==> src/design/ille_pkg.sv <==
// shared types and constants for the indexed linked list engine
package ille_pkg;

  localparam int CMD_W  = 2;
  localparam int POS_W  = 8;
  localparam int VAL_W  = 32;
  localparam int STAT_W = 3;
  localparam int CNT_W  = 5;

  localparam int S_TDATA_W = 48;
  localparam int M_TDATA_W = 40;

  typedef enum logic [CMD_W-1:0] {
    CMD_INSERT   = 2'd0,
    CMD_ERASE    = 2'd1,
    CMD_TRAVERSE = 2'd2,
    CMD_NOP      = 2'd3
  } cmd_t;

  typedef enum logic [STAT_W-1:0] {
    ST_DONE   = 3'd0,
    ST_BADPOS = 3'd1,
    ST_FULL   = 3'd2,
    ST_ELEM   = 3'd3,
    ST_EMPTY  = 3'd4
  } status_t;

  typedef enum logic [2:0] {
    S_IDLE,
    S_INS_FREE,
    S_WALK,
    S_FIN_A,
    S_FIN_B,
    S_TRAV,
    S_RESP
  } state_t;

endpackage

==> src/design/ille_link_ram.sv <==
// link memory: one registered read port, one write port, reset contents chained as free list
module ille_link_ram #(
  parameter int CAPACITY = 16,
  parameter int SW       = 4
) (
  input  logic          clk,
  input  logic          rst,
  input  logic          rd_en,
  input  logic [SW-1:0] rd_addr,
  output logic [SW-1:0] rd_data,
  input  logic          wr_en,
  input  logic [SW-1:0] wr_addr,
  input  logic [SW-1:0] wr_data
);

  logic [SW-1:0]       mem [CAPACITY];
  logic [CAPACITY-1:0] vld;
  logic [SW-1:0]       rd_q;
  logic [SW-1:0]       rd_addr_q;
  logic                rd_vld_q;
  logic [SW-1:0]       reset_link;

  always_ff @(posedge clk) begin
    if (wr_en) begin
      mem[wr_addr] <= wr_data;
    end
    if (rd_en) begin
      rd_q      <= mem[rd_addr];
      rd_addr_q <= rd_addr;
      rd_vld_q  <= vld[rd_addr];
    end
  end

  always_ff @(posedge clk) begin
    if (rst) begin
      vld <= '0;
    end else if (wr_en) begin
      vld[wr_addr] <= 1'b1;
    end
  end

  // an entry never written reads as its place in the initial free chain
  always_comb begin
    if (rd_addr_q == SW'(CAPACITY - 1)) begin
      reset_link = '0;
    end else begin
      reset_link = rd_addr_q + SW'(1);
    end
  end

  assign rd_data = rd_vld_q ? rd_q : reset_link;

endmodule

==> src/design/indexed_linked_list_engine_top.sv <==
// top level of the indexed linked list engine
//
// A bounded singly linked list of signed 32-bit values, kept in a value
// memory and a link memory, with unused slots chained in a free list.
// Commands arrive on the s_axis channel: insert at a position, erase at a
// position, or traverse. Results leave on the m_axis channel through an
// output register; tlast marks the final result of a command.
// Insert and erase give one result each: the link memory is read once per
// cycle while the list is walked from the head to the position, then one
// or two link writes finish the update. Bad positions, a full store, an
// empty traverse and the unused command answer without a list walk. A
// traverse of n entries emits n results, one per cycle while m_axis_tready
// allows, each link read feeding the next read address.
// One command is worked on at a time; s_axis_tready is high only while
// the sequencer waits for a command.
// Reset empties the list and chains every slot into the free list at
// once; no clearing pass is needed. When m_axis_tready is low the pending
// result holds and the sequencer waits before giving another.
module indexed_linked_list_engine_top #(
  parameter int CAPACITY = 16
) (
  input  logic                            clk,
  input  logic                            rst,
  input  logic                            s_axis_tvalid,
  output logic                            s_axis_tready,
  // [1:0] command, [9:2] position, [41:10] item_value, [47:42] zero
  input  logic [ille_pkg::S_TDATA_W-1:0]  s_axis_tdata,
  output logic                            m_axis_tvalid,
  input  logic                            m_axis_tready,
  // [2:0] status, [34:3] element_value, [39:35] element_count
  output logic [ille_pkg::M_TDATA_W-1:0]  m_axis_tdata,
  output logic                            m_axis_tlast
);

  localparam int SW = (CAPACITY > 1) ? $clog2(CAPACITY) : 1;
  localparam int CW = $clog2(CAPACITY + 1);

  ille_pkg::state_t  state, state_next;

  logic [ille_pkg::CMD_W-1:0]  in_command;
  logic signed [ille_pkg::POS_W-1:0] in_position;
  logic signed [ille_pkg::VAL_W-1:0] in_value;

  ille_pkg::cmd_t cmd_q, cmd_next;
  logic signed [ille_pkg::VAL_W-1:0] val_q, val_next;
  logic [CW-1:0] steps, steps_next;
  logic          pos_zero, pos_zero_next;
  logic [SW-1:0] a0, a0_next;
  logic [SW-1:0] a1, a1_next;
  logic [SW-1:0] ns, ns_next;
  logic [SW-1:0] head, head_next;
  logic [SW-1:0] free_head, free_head_next;
  logic [CW-1:0] count, count_next;
  ille_pkg::status_t res_status, res_status_next;

  logic                               out_valid, out_valid_next;
  ille_pkg::status_t                  out_status, out_status_next;
  logic signed [ille_pkg::VAL_W-1:0]  out_value, out_value_next;
  logic [ille_pkg::CNT_W-1:0]         out_count, out_count_next;
  logic                               out_last, out_last_next;

  logic          lrd_en;
  logic [SW-1:0] lrd_addr;
  logic [SW-1:0] link_rd;
  logic          lwr_en;
  logic [SW-1:0] lwr_addr;
  logic [SW-1:0] lwr_data;

  logic                              vrd_en;
  logic                              vwr_en;
  logic signed [ille_pkg::VAL_W-1:0] value_mem [CAPACITY];
  logic signed [ille_pkg::VAL_W-1:0] value_rd;

  logic [7:0]    pos_ext;
  logic [7:0]    cnt_ext;
  logic [CW-1:0] pos_cnt;
  logic          ins_bad;
  logic          ers_bad;
  logic          is_full;
  logic          out_free;

  assign in_command  = s_axis_tdata[1:0];
  assign in_position = s_axis_tdata[9:2];
  assign in_value    = s_axis_tdata[41:10];

  assign pos_ext = {1'b0, in_position[6:0]};
  assign cnt_ext = 8'(count);
  assign pos_cnt = CW'(in_position[6:0]);
  assign ins_bad = in_position[7] || (pos_ext > cnt_ext);
  assign ers_bad = in_position[7] || (pos_ext >= cnt_ext);
  assign is_full = (count == CW'(CAPACITY));
  assign out_free = !out_valid || m_axis_tready;

  ille_link_ram #(
    .CAPACITY(CAPACITY),
    .SW      (SW)
  ) u_link_ram (
    .clk    (clk),
    .rst    (rst),
    .rd_en  (lrd_en),
    .rd_addr(lrd_addr),
    .rd_data(link_rd),
    .wr_en  (lwr_en),
    .wr_addr(lwr_addr),
    .wr_data(lwr_data)
  );

  always_ff @(posedge clk) begin
    if (vwr_en) begin
      value_mem[ns] <= val_q;
    end
    if (vrd_en) begin
      value_rd <= value_mem[lrd_addr];
    end
  end

  always_ff @(posedge clk) begin
    if (rst) begin
      state     <= ille_pkg::S_IDLE;
      head      <= '0;
      free_head <= '0;
      count     <= '0;
      out_valid <= 1'b0;
    end else begin
      state     <= state_next;
      head      <= head_next;
      free_head <= free_head_next;
      count     <= count_next;
      out_valid <= out_valid_next;
    end
  end

  always_ff @(posedge clk) begin
    cmd_q      <= cmd_next;
    val_q      <= val_next;
    steps      <= steps_next;
    pos_zero   <= pos_zero_next;
    a0         <= a0_next;
    a1         <= a1_next;
    ns         <= ns_next;
    res_status <= res_status_next;
    out_status <= out_status_next;
    out_value  <= out_value_next;
    out_count  <= out_count_next;
    out_last   <= out_last_next;
  end

  always_comb begin
    state_next      = state;
    cmd_next        = cmd_q;
    val_next        = val_q;
    steps_next      = steps;
    pos_zero_next   = pos_zero;
    a0_next         = a0;
    a1_next         = a1;
    ns_next         = ns;
    head_next       = head;
    free_head_next  = free_head;
    count_next      = count;
    res_status_next = res_status;
    out_valid_next  = out_valid && !m_axis_tready;
    out_status_next = out_status;
    out_value_next  = out_value;
    out_count_next  = out_count;
    out_last_next   = out_last;
    lrd_en          = 1'b0;
    lrd_addr        = link_rd;
    vrd_en          = 1'b0;
    lwr_en          = 1'b0;
    lwr_addr        = a1;
    lwr_data        = ns;
    vwr_en          = 1'b0;
    s_axis_tready   = (state == ille_pkg::S_IDLE);

    case (state)
      ille_pkg::S_IDLE: begin
        if (s_axis_tvalid) begin
          cmd_next      = ille_pkg::cmd_t'(in_command);
          val_next      = in_value;
          pos_zero_next = (in_position == '0);
          steps_next    = pos_cnt;
          case (ille_pkg::cmd_t'(in_command))
            ille_pkg::CMD_INSERT: begin
              if (ins_bad) begin
                res_status_next = ille_pkg::ST_BADPOS;
                state_next      = ille_pkg::S_RESP;
              end else if (is_full) begin
                res_status_next = ille_pkg::ST_FULL;
                state_next      = ille_pkg::S_RESP;
              end else begin
                lrd_en     = 1'b1;
                lrd_addr   = free_head;
                ns_next    = free_head;
                state_next = ille_pkg::S_INS_FREE;
              end
            end
            ille_pkg::CMD_ERASE: begin
              if (ers_bad) begin
                res_status_next = ille_pkg::ST_BADPOS;
                state_next      = ille_pkg::S_RESP;
              end else begin
                // first read is the head; position p needs p more reads
                lrd_en   = 1'b1;
                lrd_addr = head;
                a1_next  = head;
                if (in_position == '0) begin
                  state_next = ille_pkg::S_FIN_A;
                end else begin
                  state_next = ille_pkg::S_WALK;
                end
              end
            end
            ille_pkg::CMD_TRAVERSE: begin
              if (count == '0) begin
                res_status_next = ille_pkg::ST_EMPTY;
                state_next      = ille_pkg::S_RESP;
              end else begin
                lrd_en     = 1'b1;
                vrd_en     = 1'b1;
                lrd_addr   = head;
                steps_next = count;
                state_next = ille_pkg::S_TRAV;
              end
            end
            default: begin
              res_status_next = ille_pkg::ST_DONE;
              state_next      = ille_pkg::S_RESP;
            end
          endcase
        end
      end

      ille_pkg::S_INS_FREE: begin
        // link_rd is the successor of the claimed free slot
        free_head_next = link_rd;
        vwr_en         = 1'b1;
        if (steps == '0) begin
          lwr_en          = 1'b1;
          lwr_addr        = ns;
          lwr_data        = head;
          head_next       = ns;
          count_next      = count + CW'(1);
          res_status_next = ille_pkg::ST_DONE;
          state_next      = ille_pkg::S_RESP;
        end else begin
          lrd_en     = 1'b1;
          lrd_addr   = head;
          a1_next    = head;
          steps_next = steps - CW'(1);
          if (steps == CW'(1)) begin
            state_next = ille_pkg::S_FIN_A;
          end else begin
            state_next = ille_pkg::S_WALK;
          end
        end
      end

      ille_pkg::S_WALK: begin
        lrd_en     = 1'b1;
        lrd_addr   = link_rd;
        a0_next    = a1;
        a1_next    = link_rd;
        steps_next = steps - CW'(1);
        if (steps == CW'(1)) begin
          state_next = ille_pkg::S_FIN_A;
        end
      end

      ille_pkg::S_FIN_A: begin
        // link_rd holds the link of slot a1
        lwr_en = 1'b1;
        if (cmd_q == ille_pkg::CMD_INSERT) begin
          lwr_addr   = ns;
          lwr_data   = link_rd;
          state_next = ille_pkg::S_FIN_B;
        end else if (pos_zero) begin
          head_next       = link_rd;
          lwr_addr        = a1;
          lwr_data        = free_head;
          free_head_next  = a1;
          count_next      = count - CW'(1);
          res_status_next = ille_pkg::ST_DONE;
          state_next      = ille_pkg::S_RESP;
        end else begin
          lwr_addr   = a0;
          lwr_data   = link_rd;
          state_next = ille_pkg::S_FIN_B;
        end
      end

      ille_pkg::S_FIN_B: begin
        lwr_en   = 1'b1;
        lwr_addr = a1;
        if (cmd_q == ille_pkg::CMD_INSERT) begin
          lwr_data   = ns;
          count_next = count + CW'(1);
        end else begin
          lwr_data       = free_head;
          free_head_next = a1;
          count_next     = count - CW'(1);
        end
        res_status_next = ille_pkg::ST_DONE;
        state_next      = ille_pkg::S_RESP;
      end

      ille_pkg::S_TRAV: begin
        if (out_free) begin
          out_valid_next  = 1'b1;
          out_status_next = ille_pkg::ST_ELEM;
          out_value_next  = value_rd;
          out_count_next  = ille_pkg::CNT_W'(count);
          out_last_next   = (steps == CW'(1));
          if (steps == CW'(1)) begin
            state_next = ille_pkg::S_IDLE;
          end else begin
            lrd_en     = 1'b1;
            vrd_en     = 1'b1;
            lrd_addr   = link_rd;
            steps_next = steps - CW'(1);
          end
        end
      end

      ille_pkg::S_RESP: begin
        if (out_free) begin
          out_valid_next  = 1'b1;
          out_status_next = res_status;
          out_value_next  = '0;
          out_count_next  = ille_pkg::CNT_W'(count);
          out_last_next   = 1'b1;
          state_next      = ille_pkg::S_IDLE;
        end
      end

      default: begin
        state_next = ille_pkg::S_IDLE;
      end
    endcase
  end

  assign m_axis_tvalid = out_valid;
  assign m_axis_tdata  = {out_count, out_value, out_status};
  assign m_axis_tlast  = out_last;

endmodule

==> config.mk <==
export PLATFORM = sky130hd
export DESIGN_NAME = indexed_linked_list_engine_top
export DESIGN_NICKNAME = d
export VERILOG_FILES = /design/src/design/ille_pkg.sv /design/src/design/ille_link_ram.sv /design/src/design/indexed_linked_list_engine_top.sv
export SDC_FILE = /design/constraint.sdc
export NUM_CORES = 1
export LEC_CHECK = 0
export BUFFER_PORTS_ARGS = -buffer_cell sky130_fd_sc_hd__buf_2
export CORE_MARGIN = 2
export CORE_UTILIZATION = 62
export DETAILED_ROUTE_END_ITERATION = 6
export GPL_ROUTABILITY_DRIVEN = 0
export GPL_TIMING_DRIVEN = 0
export PLACE_DENSITY_LB_ADDON = 0.08
export SKIP_LAST_GASP = 1
export SLEW_MARGIN = 30
export SYNTH_ARGS = -nofsm -noshare
export SYNTH_HDL_FRONTEND = slang
export SYNTH_SLANG_ARGS = --single-unit
==> constraint.sdc <==
create_clock -name clk -period 5.1 [get_ports clk]
set_clock_uncertainty 0.15 [all_clocks]
set_input_delay 0.51 -clock clk [delete_from_list [all_inputs] [get_ports clk]]
set_output_delay 0.51 -clock clk [all_outputs]
set_load 0.01 [all_outputs]
==> report_table.html, run 1 <==
<table>
<tr><th>Metric</th><th>Value</th></tr>
<tr><th colspan="2">Status</th></tr>
<tr><td>Outcome</td><td>finished, final reports clean</td></tr>
<tr><th colspan="2">Detailed routing</th></tr>
<tr><td>Remaining number of nets flagged by the antenna check after routing</td><td>0</td></tr>
<tr><td>WL final</td><td>81580 um</td></tr>
<tr><td>Detail-routed net length per standard cell</td><td>26.35 um</td></tr>
<tr><td>Initial detailed-routing violation count</td><td>2704</td></tr>
<tr><td>Via density per instance</td><td>6.542</td></tr>
<tr><td>First-pass iteration count of the detailed router</td><td>7</td></tr>
<tr><td>Via count</td><td>20253</td></tr>
<tr><td>Post-detailed-route DRC marker count</td><td>0</td></tr>
<tr><th colspan="2">Clock network</th></tr>
<tr><td>Root cell of the clock tree</td><td>sky130_fd_sc_hd__clkbuf_16</td></tr>
<tr><td>Sinks on Clock Net</td><td>746</td></tr>
<tr><td>Insertion delay of the later-clocked pin in the worst-skew pair</td><td>0.63 ns</td></tr>
<tr><td>CTS Buf Count</td><td>76</td></tr>
<tr><td>Clock-pin slew on the worst setup and hold paths</td><td>0.06 ns</td></tr>
<tr><td>Post CTS Setup Buffer Count</td><td>0</td></tr>
<tr><td>Number of levels the H-tree was split into</td><td>3</td></tr>
<tr><td>CTS tree</td><td>yes</td></tr>
<tr><td>Clock Path Buffers</td><td>3</td></tr>
<tr><th colspan="2">Die</th></tr>
<tr><td>Die H</td><td>225.8 um</td></tr>
<tr><td>Chip Width</td><td>225.8 um</td></tr>
<tr><td>Site Rows</td><td>81</td></tr>
<tr><td>Core Area</td><td>0.04875 mm2</td></tr>
<tr><td>Count of boundary I/O pins</td><td>95</td></tr>
<tr><td>Die Area</td><td>0.05101 mm2</td></tr>
<tr><td>Initial standard-cell utilization of the core</td><td>62.59%</td></tr>
<tr><th colspan="2">Setup path</th></tr>
<tr><td>CP cell instances</td><td>inv_1, ha_1, a21oi_1, a21o_1, a31oi_2, nor4_2, a31oi_1, nand2_1, buf_2, buf_2, mux2_2, o211ai_1, nand4_1</td></tr>
<tr><td>Required time at the endpoint of the critical path</td><td>5.28 ns</td></tr>
<tr><td>Worst Setup End Kind</td><td>flip-flop</td></tr>
<tr><td>Critical path arrival</td><td>5.11 ns</td></tr>
<tr><td>Top cell by count, worst path</td><td>sky130_fd_sc_hd__buf_2</td></tr>
<tr><td>Kind of start point of the critical path</td><td>flip-flop</td></tr>
<tr><td>Path type of the worst setup path</td><td>flip-flop to flip-flop</td></tr>
<tr><td>Master of the slowest instance on the critical path</td><td>sky130_fd_sc_hd__dfxtp_1</td></tr>
<tr><td>Maximum net fanout on the critical path</td><td>10</td></tr>
<tr><td>Delay of the slowest cell on the worst path</td><td>0.48 ns</td></tr>
<tr><th colspan="2">Pwr</th></tr>
<tr><td>Static Leak</td><td>0.01166 uW</td></tr>
<tr><td>Pwr Density</td><td>673.1 mW/mm2</td></tr>
<tr><td>Maximum VDD drop</td><td>0.5732 mV</td></tr>
<tr><th colspan="2">Placed design</th></tr>
<tr><td>DP HPWL</td><td>54380 um</td></tr>
<tr><td>Area after detailed placement</td><td>0.03257 mm2</td></tr>
<tr><td>Post-placement setup slack</td><td>-0.06714 ns</td></tr>
<tr><td>Post-Place Cells</td><td>2921</td></tr>
<tr><td>Port-buffer cells</td><td>87</td></tr>
<tr><th colspan="2">Logic synthesis</th></tr>
<tr><td>Flops &amp; latches, synth</td><td>746</td></tr>
<tr><td>Synthesized area</td><td>0.03051 mm2</td></tr>
<tr><td>Async set-reset flop share out of synthesis</td><td>0%</td></tr>
<tr><td>Count of synthesis-stage warnings from yosys</td><td>0</td></tr>
<tr><td>Top FF cell, synth</td><td>sky130_fd_sc_hd__edfxtp_1</td></tr>
<tr><td>Number of instances in the synthesized netlist</td><td>2131</td></tr>
<tr><td>Synthesized net count</td><td>2193</td></tr>
<tr><td>Post-synth cell types</td><td>70</td></tr>
<tr><td>Avg Inst Size Synth</td><td>14.32 um2</td></tr>
<tr><td>Number of synthesized flops with an enable pin</td><td>713</td></tr>
<tr><td>Part of the Yosys area used for sequential elements</td><td>72.33%</td></tr>
<tr><th colspan="2">Final layout</th></tr>
<tr><td>Most common cell after layout, fill and taps aside</td><td>sky130_fd_sc_hd__edfxtp_1</td></tr>
<tr><td>Area added between synthesis and finish</td><td>16.42%</td></tr>
<tr><td>Nets@finish</td><td>2431</td></tr>
<tr><td>Proportion of layout cells with a drive suffix above 1</td><td>17.60%</td></tr>
<tr><td>Count of filler cells inserted in the layout</td><td>3114</td></tr>
<tr><td>Cell area after layout</td><td>0.03552 mm2</td></tr>
<tr><td>Antenna diode count</td><td>0</td></tr>
<tr><td>Final core area utilization</td><td>72.87%</td></tr>
<tr><td>Most used cells in the layout excluding fill and tap cells</td><td>sky130_fd_sc_hd__edfxtp_1 (713), sky130_fd_sc_hd__nand3_1 (305), sky130_fd_sc_hd__o21ai_0 (171)</td></tr>
<tr><td>Final cell count without fillers</td><td>3096</td></tr>
<tr><th colspan="2">Timing</th></tr>
<tr><td>Setup repair after global routing missed its margin</td><td>no</td></tr>
<tr><td>Maximum clock frequency</td><td>203.1 MHz</td></tr>
<tr><td>Minimum period implied by the final worst setup slack</td><td>4.923 ns</td></tr>
<tr><td>Slew at the pin closest to its max-slew limit</td><td>1.069 ns</td></tr>
<tr><td>Setup slack of the critical path after layout</td><td>0.1767 ns</td></tr>
<tr><td>Max Transition Viols Final</td><td>0</td></tr>
<tr><td>Setup violations, final</td><td>0</td></tr>
<tr><td>Count of endpoints failing hold in the final timing report</td><td>0</td></tr>
<tr><td>Post-route clock period utilization</td><td>96.54%</td></tr>
<tr><td>Max transition margin</td><td>28.71%</td></tr>
<tr><th colspan="2">Global route</th></tr>
<tr><td>First-pass GRT wire length</td><td>121100 um</td></tr>
<tr><td>Via count of the first global-routing pass</td><td>19858</td></tr>
<tr><td>Maximum number of pins on one net before global-route repair</td><td>21</td></tr>
<tr><td>Gr usage total</td><td>32.41%</td></tr>
<tr><td>Antenna violations before repair</td><td>1</td></tr>
<tr><td>Overflow left after global routing</td><td>0</td></tr>
<tr><th colspan="2">Job</th></tr>
<tr><td>Count of maximum capacitance violations</td><td>0</td></tr>
<tr><th colspan="2">Hold path</th></tr>
<tr><td>Path category of the worst min-delay check</td><td>primary input to flip-flop</td></tr>
</table>
==> sequential cells by signal, summed over array words and instances (netlist names), 4 cells and up <==
signal / flops
value_mem: 512
u_link_ram.mem: 64
out_value: 32
val_q: 32
value_rd: 32
u_link_ram.vld: 16
count: 5
out_count: 5
steps: 5
a0: 4
a1: 4
free_head: 4
head: 4
ns: 4
u_link_ram.rd_addr_q: 4
u_link_ram.rd_q: 4
==> synthesized netlist by cell type, types with 3 or more instances <==
cell	instances	area, um2
sky130_fd_sc_hd__a211oi_1	4	30.03
sky130_fd_sc_hd__a21o_1	3	22.52
sky130_fd_sc_hd__a21oi_1	58	290.3
sky130_fd_sc_hd__a221oi_1	6	52.55
sky130_fd_sc_hd__a22oi_1	4	30.03
sky130_fd_sc_hd__a31oi_1	4	25.02
sky130_fd_sc_hd__and2_1	35	219.0
sky130_fd_sc_hd__buf_1	8	30.03
sky130_fd_sc_hd__buf_2	43	215.2
sky130_fd_sc_hd__clkbuf_1	103	386.6
sky130_fd_sc_hd__dfxtp_1	33	660.6
sky130_fd_sc_hd__edfxtp_1	713	21410
sky130_fd_sc_hd__ha_1	10	125.1
sky130_fd_sc_hd__inv_1	15	56.30
sky130_fd_sc_hd__mux2_1	45	506.7
sky130_fd_sc_hd__mux2_2	104	1171
sky130_fd_sc_hd__mux2i_1	6	60.06
sky130_fd_sc_hd__nand2_1	59	221.5
sky130_fd_sc_hd__nand2b_1	10	62.56
sky130_fd_sc_hd__nand3_1	305	1526
sky130_fd_sc_hd__nand3b_1	4	30.03
sky130_fd_sc_hd__nand4_1	37	231.5
sky130_fd_sc_hd__nor2_1	110	412.9
sky130_fd_sc_hd__nor2b_1	6	37.54
sky130_fd_sc_hd__nor3_1	10	50.05
sky130_fd_sc_hd__nor4_1	3	18.77
sky130_fd_sc_hd__o211ai_1	148	1111
sky130_fd_sc_hd__o21a_1	5	37.54
sky130_fd_sc_hd__o21ai_0	171	855.8
sky130_fd_sc_hd__o21ai_1	3	15.01
sky130_fd_sc_hd__o31ai_1	3	22.52
sky130_fd_sc_hd__or2_2	7	43.79
sky130_fd_sc_hd__or3_1	4	25.02
sky130_fd_sc_hd__xnor2_1	8	70.07
==> path summary, 6_finish.rpt <==
path / cells after the start / to / startpoint / slack, ns
worst max-delay path: 13 / value_rd[28] / count[2] / 0.18
worst min-delay path: 3 / m_axis_tvalid / m_axis_tready / 0.07
worst max register to register: 13 / value_rd[28] / count[2] / 0.18
worst min register to register: 2 / u_link_ram.vld[1] / u_link_ram.vld[1] / 0.32
==> critical path: cells and delay by family, from the launching register on <==
family,cells,cell delay (ns)
buf+inv,3,1.01
simple gates,3,0.88
flops,1,0.48
compound gates,5,1.36
fa+ha+maj,1,0.35
mux,1,0.39
==> metrics by stage <==
step           TNS [ns]  hold WS (ns)  power, uW
3_3_place_gp    -244.35        0.2986      17640
3_5_place_dp    -0.1211        0.3054      17960
4_1_cts               0       0.05762      23810
6_report              0       0.07333      23910
5_1_grt               0       0.09605      24870
2_1_floorplan         0        0.2797      14290
==> what timing repair did <==
item / CTS / global route
hold buffers: 34 / 0
hold endpoints to repair: 34 / 0
gates resized for setup: 1 / 0
endpoints found under the setup margin: 6 / 0
==> report_power, final <==
group          switching, uW  internal [uW]  leakage (uW)
registers                397           7700       0.00672
clock network           2340           3470       0.00127
logic                   6870           3130       0.00367
total                   9610          14300        0.0117
==> layer usage <==
metal	track usage (%)	vias to the layer above	share of wire (%)	wire length (um)
met2	53.04	1216	49	40010
met4	12.73	0	3.2	2604
met3	5.582	179	9.5	7752
li1	-	8796	-	-
met1	43.76	10062	38	31210
met5	0	-	0	0
==> logic make-up (layout without fill, tap and decap cells) <==
| logic type | count (synthesis) | in the layout | share of synthesized area (%) |
|---|---|---|---|
| fa+ha+maj | 10 | 10 | 0.4101 |
| xor+xnor | 9 | 9 | 0.2583 |
| flops | 746 | 746 | 72.33 |
| buf+inv | 170 | 471 | 2.268 |
| mux | 156 | 156 | 5.769 |
| compound gates | 435 | 435 | 8.972 |
| simple gates | 605 | 605 | 9.989 |
==> area by class of cell <==
class	count	area (um2)	area share, %
repair buffers	160	1436	4.044
plain buffers	154	631.9	1.779
inverters	16	62.56	0.1761
multi-input cells	1215	7888	22.20
flip-flops and latches	746	22070	62.13
clock inverters	49	566.8	1.596
well taps	664	830.8	2.339
clock buffers	92	2036	5.731
(Power assumes the default switching activity.)
==> run 2: changes to the inputs <==
CORE_UTILIZATION = 56   (was 62)
clock period = 4.1 ns   (was 5.1 ns; I/O delays follow)
==> report_table.html, run 2 (synthesis gave the netlist of run 1 again) <==
<table>
<tr><th>Metric</th><th>Value</th></tr>
<tr><th colspan="2">Final layout</th></tr>
<tr><td>Largest registers</td><td>value_mem: 512 flops, u_link_ram.mem: 64 flops</td></tr>
<tr><td>Max reg flops</td><td>512</td></tr>
<tr><td>Final cell count without fillers</td><td>3131</td></tr>
<tr><td>Most common cell after layout, fill and taps aside</td><td>sky130_fd_sc_hd__edfxtp_1</td></tr>
<tr><td>Most flops, register</td><td>value_mem</td></tr>
<tr><td>Count of filler cells inserted in the layout</td><td>3790</td></tr>
<tr><td>Most used cells in the layout excluding fill and tap cells</td><td>sky130_fd_sc_hd__edfxtp_1 (713), sky130_fd_sc_hd__nand3_1 (305), sky130_fd_sc_hd__o21ai_0 (171)</td></tr>
<tr><td>Area added between synthesis and finish</td><td>17.14%</td></tr>
<tr><td>Antenna diode count</td><td>0</td></tr>
<tr><td>Nets@finish</td><td>2439</td></tr>
<tr><td>Proportion of layout cells with a drive suffix above 1</td><td>18.97%</td></tr>
<tr><th colspan="2">Hold path</th></tr>
<tr><td>Path category of the worst min-delay check</td><td>primary input to flip-flop</td></tr>
<tr><td>Launch point of the worst hold path</td><td>rst</td></tr>
<tr><td>Number of stages on the worst hold path</td><td>2</td></tr>
<tr><td>Hold worst-path end</td><td>count[1]</td></tr>
<tr><th colspan="2">Die</th></tr>
<tr><td>Die Area</td><td>0.05637 mm2</td></tr>
<tr><td>Site Rows</td><td>85</td></tr>
<tr><td>Die H</td><td>237.4 um</td></tr>
<tr><td>Initial standard-cell utilization of the core</td><td>56.70%</td></tr>
<tr><td>Chip Width</td><td>237.4 um</td></tr>
<tr><td>Core Area</td><td>0.05381 mm2</td></tr>
<tr><td>Count of boundary I/O pins</td><td>95</td></tr>
<tr><th colspan="2">Global route</th></tr>
<tr><td>Overflow left after global routing</td><td>0</td></tr>
<tr><td>Antenna violations before repair</td><td>0</td></tr>
<tr><td>GR Util met3</td><td>5.145%</td></tr>
<tr><td>First-pass GRT wire length</td><td>122400 um</td></tr>
<tr><td>Met1 demand-to-capacity share in global routing</td><td>40.37%</td></tr>
<tr><td>Routing usage on met2</td><td>48.04%</td></tr>
<tr><td>Global route hottest layer</td><td>met2</td></tr>
<tr><td>Via count of the first global-routing pass</td><td>19405</td></tr>
<tr><td>Gr usage total</td><td>29.43%</td></tr>
<tr><td>Maximum number of pins on one net before global-route repair</td><td>27</td></tr>
<tr><th colspan="2">Timing</th></tr>
<tr><td>Max Transition Viols Final</td><td>0</td></tr>
<tr><td>Minimum period implied by the final worst setup slack</td><td>4.032 ns</td></tr>
<tr><td>Post-route clock period utilization</td><td>98.35%</td></tr>
<tr><td>Setup repair after global routing missed its margin</td><td>yes</td></tr>
<tr><td>Count of endpoints failing hold in the final timing report</td><td>0</td></tr>
<tr><td>Worst-case hold slack</td><td>0.05150 ns</td></tr>
<tr><td>Setup violations, final</td><td>0</td></tr>
<tr><td>Maximum clock frequency</td><td>248.0 MHz</td></tr>
<tr><td>Slew at the pin closest to its max-slew limit</td><td>0.8972 ns</td></tr>
<tr><td>Max transition margin</td><td>40.19%</td></tr>
<tr><th colspan="2">Setup path</th></tr>
<tr><td>Reg-to-reg startpoint</td><td>count[4]</td></tr>
<tr><td>Critical path arrival</td><td>4.17 ns</td></tr>
<tr><td>Slack of the worst reg-to-reg path</td><td>0.07 ns</td></tr>
<tr><td>CP cell instances</td><td>inv_1, ha_1, a21oi_1, a21oi_1, a21oi_1, a41oi_4, or2_2, a221o_1, and3_1, buf_2, buf_4, o211ai_1, nand4_1</td></tr>
<tr><td>Cell family with the largest share of critical-path delay</td><td>compound AO/OA/AOI/OAI gates</td></tr>
<tr><td>Reg-to-reg endpoint</td><td>value_rd[0]</td></tr>
<tr><td>Cells on worst reg2reg path</td><td>13</td></tr>
<tr><td>Path type of the worst setup path</td><td>flip-flop to flip-flop</td></tr>
<tr><td>Master of the slowest instance on the critical path</td><td>sky130_fd_sc_hd__a221o_1</td></tr>
<tr><td>Kind of start point of the critical path</td><td>flip-flop</td></tr>
<tr><td>Delay of the slowest cell on the worst path</td><td>0.40 ns</td></tr>
<tr><td>Sum of buffers and inverters on the critical path</td><td>3</td></tr>
<tr><td>Top cell by count, worst path</td><td>sky130_fd_sc_hd__a21oi_1</td></tr>
<tr><td>Maximum net fanout on the critical path</td><td>10</td></tr>
<tr><td>Worst Setup End Kind</td><td>flip-flop</td></tr>
<tr><td>Required time at the endpoint of the critical path</td><td>4.24 ns</td></tr>
<tr><th colspan="2">Job</th></tr>
<tr><td>Count of maximum capacitance violations</td><td>0</td></tr>
<tr><th colspan="2">Detailed routing</th></tr>
<tr><td>Remaining number of nets flagged by the antenna check after routing</td><td>0</td></tr>
<tr><td>Post-detailed-route DRC marker count</td><td>0</td></tr>
<tr><td>Via count</td><td>19825</td></tr>
<tr><td>WL final</td><td>82050 um</td></tr>
<tr><td>Initial detailed-routing violation count</td><td>2056</td></tr>
<tr><td>Via density per instance</td><td>6.332</td></tr>
<tr><td>Detail-routed net length per standard cell</td><td>26.21 um</td></tr>
<tr><td>First-pass iteration count of the detailed router</td><td>6</td></tr>
<tr><th colspan="2">Clock network</th></tr>
<tr><td>CTS tree</td><td>yes</td></tr>
<tr><td>Number of levels the H-tree was split into</td><td>3</td></tr>
<tr><td>Clock Path Buffers</td><td>3</td></tr>
<tr><td>Root cell of the clock tree</td><td>sky130_fd_sc_hd__clkbuf_16</td></tr>
<tr><td>CTS Buf Count</td><td>76</td></tr>
<tr><td>Insertion delay of the later-clocked pin in the worst-skew pair</td><td>0.61 ns</td></tr>
<tr><td>Clock-pin slew on the worst setup and hold paths</td><td>0.06 ns</td></tr>
<tr><td>Sinks on Clock Net</td><td>746</td></tr>
<tr><th colspan="2">Pwr</th></tr>
<tr><td>Pwr Density</td><td>831.0 mW/mm2</td></tr>
<tr><td>Maximum VDD drop</td><td>0.6442 mV</td></tr>
<tr><td>Static Leak</td><td>0.01175 uW</td></tr>
<tr><th colspan="2">Placed design</th></tr>
<tr><td>Port-buffer cells</td><td>87</td></tr>
<tr><td>DP HPWL</td><td>55300 um</td></tr>
<tr><td>Post-Place Cells</td><td>2956</td></tr>
<tr><th colspan="2">Status</th></tr>
<tr><td>Outcome</td><td>finished, final reports clean</td></tr>
</table>
[run 2: worst max path at each step]
| stage | from | to | slack (ns) | depth (start not counted) |
|---|---|---|---|---|
| after floorplan | state[1] | value_mem[3][0] | 0.07 | 6 |
| after global placement | state[1] | value_mem[3][17] | -2.99 | 6 |
| after detailed placement | count[2] | value_rd[29] | -1.13 | 13 |
| after CTS | count[3] | value_rd[21] | 0.01 | 13 |
| after global routing | count[4] | value_rd[0] | -0.14 | 13 |
| final | count[4] | value_rd[0] | 0.07 | 13 |
[run 2: layout make-up]
cell class                      count  area [um2]  share of cell area (%)
Sequential cell                   746       22080                   61.77
Timing Repair Buffer              171        1613                   4.512
Multi-Input combinational cell   1215        8015                   22.43
Clock buffer                      100        2056                   5.752
Tap cell                          696       870.8                   2.436
Inverter                           16       62.56                  0.1750
Clock inverter                     36       290.3                  0.8122
Buffer                            151       757.0                   2.118
[run 2: power breakdown]
part | internal (uW) | total (uW) | switching, uW
logic | 4340 | 13000 | 8610
clock network | 3830 | 6660 | 2830
registers | 9580 | 10100 | 506
total | 17800 | 29700 | 11900
[run 2: worst reg2reg max path: stages (launching register included)]
cell and delay [ns]:
sky130_fd_sc_hd__dfxtp_2 0.38, sky130_fd_sc_hd__inv_1 0.08, sky130_fd_sc_hd__ha_1 0.33, sky130_fd_sc_hd__a21oi_1 0.32, sky130_fd_sc_hd__a21oi_1 0.15, sky130_fd_sc_hd__a21oi_1 0.24, sky130_fd_sc_hd__a41oi_4 0.22, sky130_fd_sc_hd__or2_2 0.37
sky130_fd_sc_hd__a221o_1 0.41, sky130_fd_sc_hd__and3_1 0.22, sky130_fd_sc_hd__buf_2 0.24, sky130_fd_sc_hd__buf_4 0.26, sky130_fd_sc_hd__o211ai_1 0.11, sky130_fd_sc_hd__nand4_1 0.23
[run 2: repair_timing]
action | in CTS | in global routing
setup endpoints to repair | 38 | 37
pin swaps | 2 | 6
endpoints found under the hold margin | 35 | 0
gates resized for setup | 53 | 48
hold buffers | 35 | 0
buffers inserted | 4 | 2
[run 2: stage by stage]
step	setup TNS, ns	power (uW)	instance area, um2	utilization, %	setup slack [ns]
2_1_floorplan	0	17780	30520	-	0.07478
3_3_place_gp	-666.68	22130	31820	59.14	-2.993
3_5_place_dp	-37.27	22430	32720	60.80	-1.135
4_1_cts	0	29400	35630	66.20	0.01386
5_1_grt	-2.760	31040	35740	66.42	-0.1388
6_report	0	29700	35740	66.42	0.06753
[run 2: per-layer routing]
metal / wire, um / up-vias
met5: 0 / -
met4: 2626 / 0
met3: 6585 / 156
met2: 39410 / 943
met1: 33440 / 9934
li1: - / 8792
==> run 3: changes to the inputs <==
BUFFER_PORTS_ARGS = -buffer_cell sky130_fd_sc_hd__clkbuf_2   (was -buffer_cell sky130_fd_sc_hd__buf_2)
GPL_TIMING_DRIVEN = unset   (was 0)
==> report_table.html, run 3 (synthesis gave the netlist of run 1 again) <==
<table>
<tr><th>Metric</th><th>Value</th></tr>
<tr><th colspan="2">Status</th></tr>
<tr><td>Outcome</td><td>finished, final reports clean</td></tr>
<tr><th colspan="2">Pwr</th></tr>
<tr><td>Sequential group share of total power</td><td>35.4%</td></tr>
<tr><td>Switching power total</td><td>10610 uW</td></tr>
<tr><td>Int Power</td><td>17770 uW</td></tr>
<tr><td>Clk pwr share</td><td>23.4%</td></tr>
<tr><td>Pwr Density</td><td>810.8 mW/mm2</td></tr>
<tr><td>Part of the total power dissipated in combinational logic</td><td>41.2%</td></tr>
<tr><td>Maximum VDD drop</td><td>0.8476 mV</td></tr>
<tr><td>Net Sw Frac</td><td>37.38%</td></tr>
<tr><td>Static Leak</td><td>0.01144 uW</td></tr>
<tr><th colspan="2">Timing</th></tr>
<tr><td>Slew at the pin closest to its max-slew limit</td><td>0.8646 ns</td></tr>
<tr><td>Maximum clock frequency</td><td>260.5 MHz</td></tr>
<tr><td>Setup violations, final</td><td>0</td></tr>
<tr><td>Count of endpoints failing hold in the final timing report</td><td>0</td></tr>
<tr><td>Max transition margin</td><td>42.36%</td></tr>
<tr><td>Final setup TNS</td><td>0 ns</td></tr>
<tr><td>Post-route clock period utilization</td><td>93.64%</td></tr>
<tr><td>Minimum period implied by the final worst setup slack</td><td>3.839 ns</td></tr>
<tr><td>Worst-case hold slack</td><td>0.04248 ns</td></tr>
<tr><td>Setup repair after global routing missed its margin</td><td>no</td></tr>
<tr><td>Max Transition Viols Final</td><td>0</td></tr>
<tr><th colspan="2">Setup path</th></tr>
<tr><td>Critical path arrival</td><td>4.03 ns</td></tr>
<tr><td>Path type of the worst setup path</td><td>flip-flop to flip-flop</td></tr>
<tr><td>Required time at the endpoint of the critical path</td><td>4.29 ns</td></tr>
<tr><td>Maximum net fanout on the critical path</td><td>62</td></tr>
<tr><td>Worst Setup End Kind</td><td>flip-flop</td></tr>
<tr><td>Kind of start point of the critical path</td><td>flip-flop</td></tr>
<tr><th colspan="2">Detailed routing</th></tr>
<tr><td>Via count</td><td>19098</td></tr>
<tr><td>Detail-routed net length per standard cell</td><td>25.14 um</td></tr>
<tr><td>Remaining number of nets flagged by the antenna check after routing</td><td>0</td></tr>
<tr><td>Initial detailed-routing violation count</td><td>2100</td></tr>
<tr><td>Via density per instance</td><td>6.351</td></tr>
<tr><td>First-pass iteration count of the detailed router</td><td>7</td></tr>
<tr><td>Post-detailed-route DRC marker count</td><td>0</td></tr>
<tr><td>WL final</td><td>75600 um</td></tr>
<tr><th colspan="2">Clock network</th></tr>
<tr><td>CTS tree</td><td>yes</td></tr>
<tr><td>Number of levels the H-tree was split into</td><td>3</td></tr>
<tr><td>Sinks on Clock Net</td><td>746</td></tr>
<tr><td>CTS Buf Count</td><td>76</td></tr>
<tr><td>Quantity of hold-fixing buffers added after cts</td><td>32</td></tr>
<tr><td># resized after CTS</td><td>0</td></tr>
<tr><td>Clock-pin slew on the worst setup and hold paths</td><td>0.06 ns</td></tr>
<tr><td>Insertion delay of the later-clocked pin in the worst-skew pair</td><td>0.62 ns</td></tr>
<tr><td>Clock Path Buffers</td><td>3</td></tr>
<tr><td>Root cell of the clock tree</td><td>sky130_fd_sc_hd__clkbuf_16</td></tr>
<tr><td>Post CTS Setup Buffer Count</td><td>0</td></tr>
<tr><th colspan="2">Die</th></tr>
<tr><td>Die Area</td><td>0.05637 mm2</td></tr>
<tr><td>Chip Width</td><td>237.4 um</td></tr>
<tr><td>Site Rows</td><td>85</td></tr>
<tr><td>Core Area</td><td>0.05381 mm2</td></tr>
<tr><td>Initial standard-cell utilization of the core</td><td>56.70%</td></tr>
<tr><td>Count of boundary I/O pins</td><td>95</td></tr>
<tr><td>Die H</td><td>237.4 um</td></tr>
<tr><th colspan="2">Job</th></tr>
<tr><td>Count of maximum capacitance violations</td><td>0</td></tr>
<tr><th colspan="2">Global route</th></tr>
<tr><td>Gr usage total</td><td>27.14%</td></tr>
<tr><td>Overflow left after global routing</td><td>0</td></tr>
<tr><td>First-pass GRT wire length</td><td>114500 um</td></tr>
<tr><td>Antenna violations before repair</td><td>1</td></tr>
<tr><td>Maximum number of pins on one net before global-route repair</td><td>149</td></tr>
<tr><td>Via count of the first global-routing pass</td><td>18390</td></tr>
<tr><th colspan="2">Final layout</th></tr>
<tr><td>Most flops, register</td><td>value_mem</td></tr>
<tr><td>Count of filler cells inserted in the layout</td><td>3863</td></tr>
<tr><td>Max reg flops</td><td>512</td></tr>
<tr><td>Most common cell after layout, fill and taps aside</td><td>sky130_fd_sc_hd__edfxtp_1</td></tr>
<tr><td>Most used cells in the layout excluding fill and tap cells</td><td>sky130_fd_sc_hd__edfxtp_1 (713), sky130_fd_sc_hd__nand3_1 (305), sky130_fd_sc_hd__o21ai_0 (171)</td></tr>
<tr><td>Antenna diode count</td><td>0</td></tr>
<tr><td>Proportion of layout cells with a drive suffix above 1</td><td>17.91%</td></tr>
<tr><td>Area added between synthesis and finish</td><td>14.71%</td></tr>
<tr><td>Nets@finish</td><td>2313</td></tr>
<tr><td>Largest registers</td><td>value_mem: 512 flops, u_link_ram.mem: 64 flops</td></tr>
<tr><th colspan="2">Placed design</th></tr>
<tr><td>Port-buffer cells</td><td>88</td></tr>
<tr><td>DP HPWL</td><td>40240 um</td></tr>
<tr><th colspan="2">Hold path</th></tr>
<tr><td>Path category of the worst min-delay check</td><td>primary input to flip-flop</td></tr>
</table>
==> run 3: changes by cell type in the layout (fill, tap and decap cells not counted), sizes merged <==
cell         before  now
buf             179   76
inv              17   19
clkbuf          208  183
dlygate4sd3      35   32
clkinvlp          0    1
clkinv           30   34
==> run 3: layout make-up <==
| class | count | area (um2) | area share, % |
|---|---|---|---|
| sequential | 746 | 22070 | 63.06 |
| multi-input combinational | 1215 | 7966 | 22.76 |
| clock buffer | 95 | 2026 | 5.788 |
| timing repair buffer | 196 | 1657 | 4.733 |
| tap | 696 | 870.8 | 2.488 |
| clock inverter | 43 | 350.3 | 1.001 |
| inverter | 16 | 60.06 | 0.1716 |
==> run 3: layer usage <==
metal / GRT usage, % / part of all wire (%) / vias up
li1: - / - / 8546
met1: 39.04 / 42 / 9596
met2: 43.50 / 48 / 822
met3: 4.332 / 7.4 / 134
met4: 7.490 / 2.4 / 0
met5: 0 / 0 / -
==> run 3: path summary, 6_finish.rpt <==
path         slack [ns]         startpoint           endpoint  cells after the start
min reg2reg        0.32  u_link_ram.vld[3]  u_link_ram.vld[3]                      2
max reg2reg        0.26           count[4]       value_rd[19]                     13
max                0.26           count[4]       value_rd[19]                     13
min                0.04    s_axis_tdata[1]           cmd_q[1]                      1
==> run 3: stage by stage <==
| stage | power [uW] | instance area (um2) | worst slack, ns | utilization (%) | instances |
|---|---|---|---|---|---|
| floorplan | 17780 | 30520 | 0.07478 | - | 2131 |
| global placement | 21650 | 32300 | 0.2774 | 60.03 | 2837 |
| detailed placement | 21860 | 32300 | 0.2173 | 60.03 | 2837 |
| CTS | 28510 | 35000 | 0.2636 | 65.04 | 3007 |
| global route | 29900 | 35000 | 0.08017 | 65.04 | 3007 |
| finish | 28380 | 35000 | 0.2609 | 65.04 | 3007 |
==> run 3: worst max-delay path, cell delays in order, from the launching register on <==
cell                        delay (ns)
sky130_fd_sc_hd__dfxtp_1          0.40
sky130_fd_sc_hd__inv_1            0.10
sky130_fd_sc_hd__ha_1             0.36
sky130_fd_sc_hd__nand4bb_4        0.16
sky130_fd_sc_hd__a21o_1           0.21
sky130_fd_sc_hd__a31oi_2          0.26
sky130_fd_sc_hd__nor4b_2          0.12
sky130_fd_sc_hd__a2111o_1         0.46
sky130_fd_sc_hd__a221oi_4         0.34
sky130_fd_sc_hd__buf_12           0.24
sky130_fd_sc_hd__buf_12           0.28
sky130_fd_sc_hd__nand3_1          0.11
sky130_fd_sc_hd__o211ai_1         0.15
sky130_fd_sc_hd__nand4_1          0.16
==> run 3: power by group through the flow <==
stage          logic [uW]  clock network (uW)  registers, uW
2_1_floorplan        7730                   0          10000
3_3_place_gp        11500                   0          10200
3_5_place_dp        11700                   0          10200
4_1_cts             11700                6730          10000
5_1_grt             12800                7040          10100
6_report            11700                6640          10000
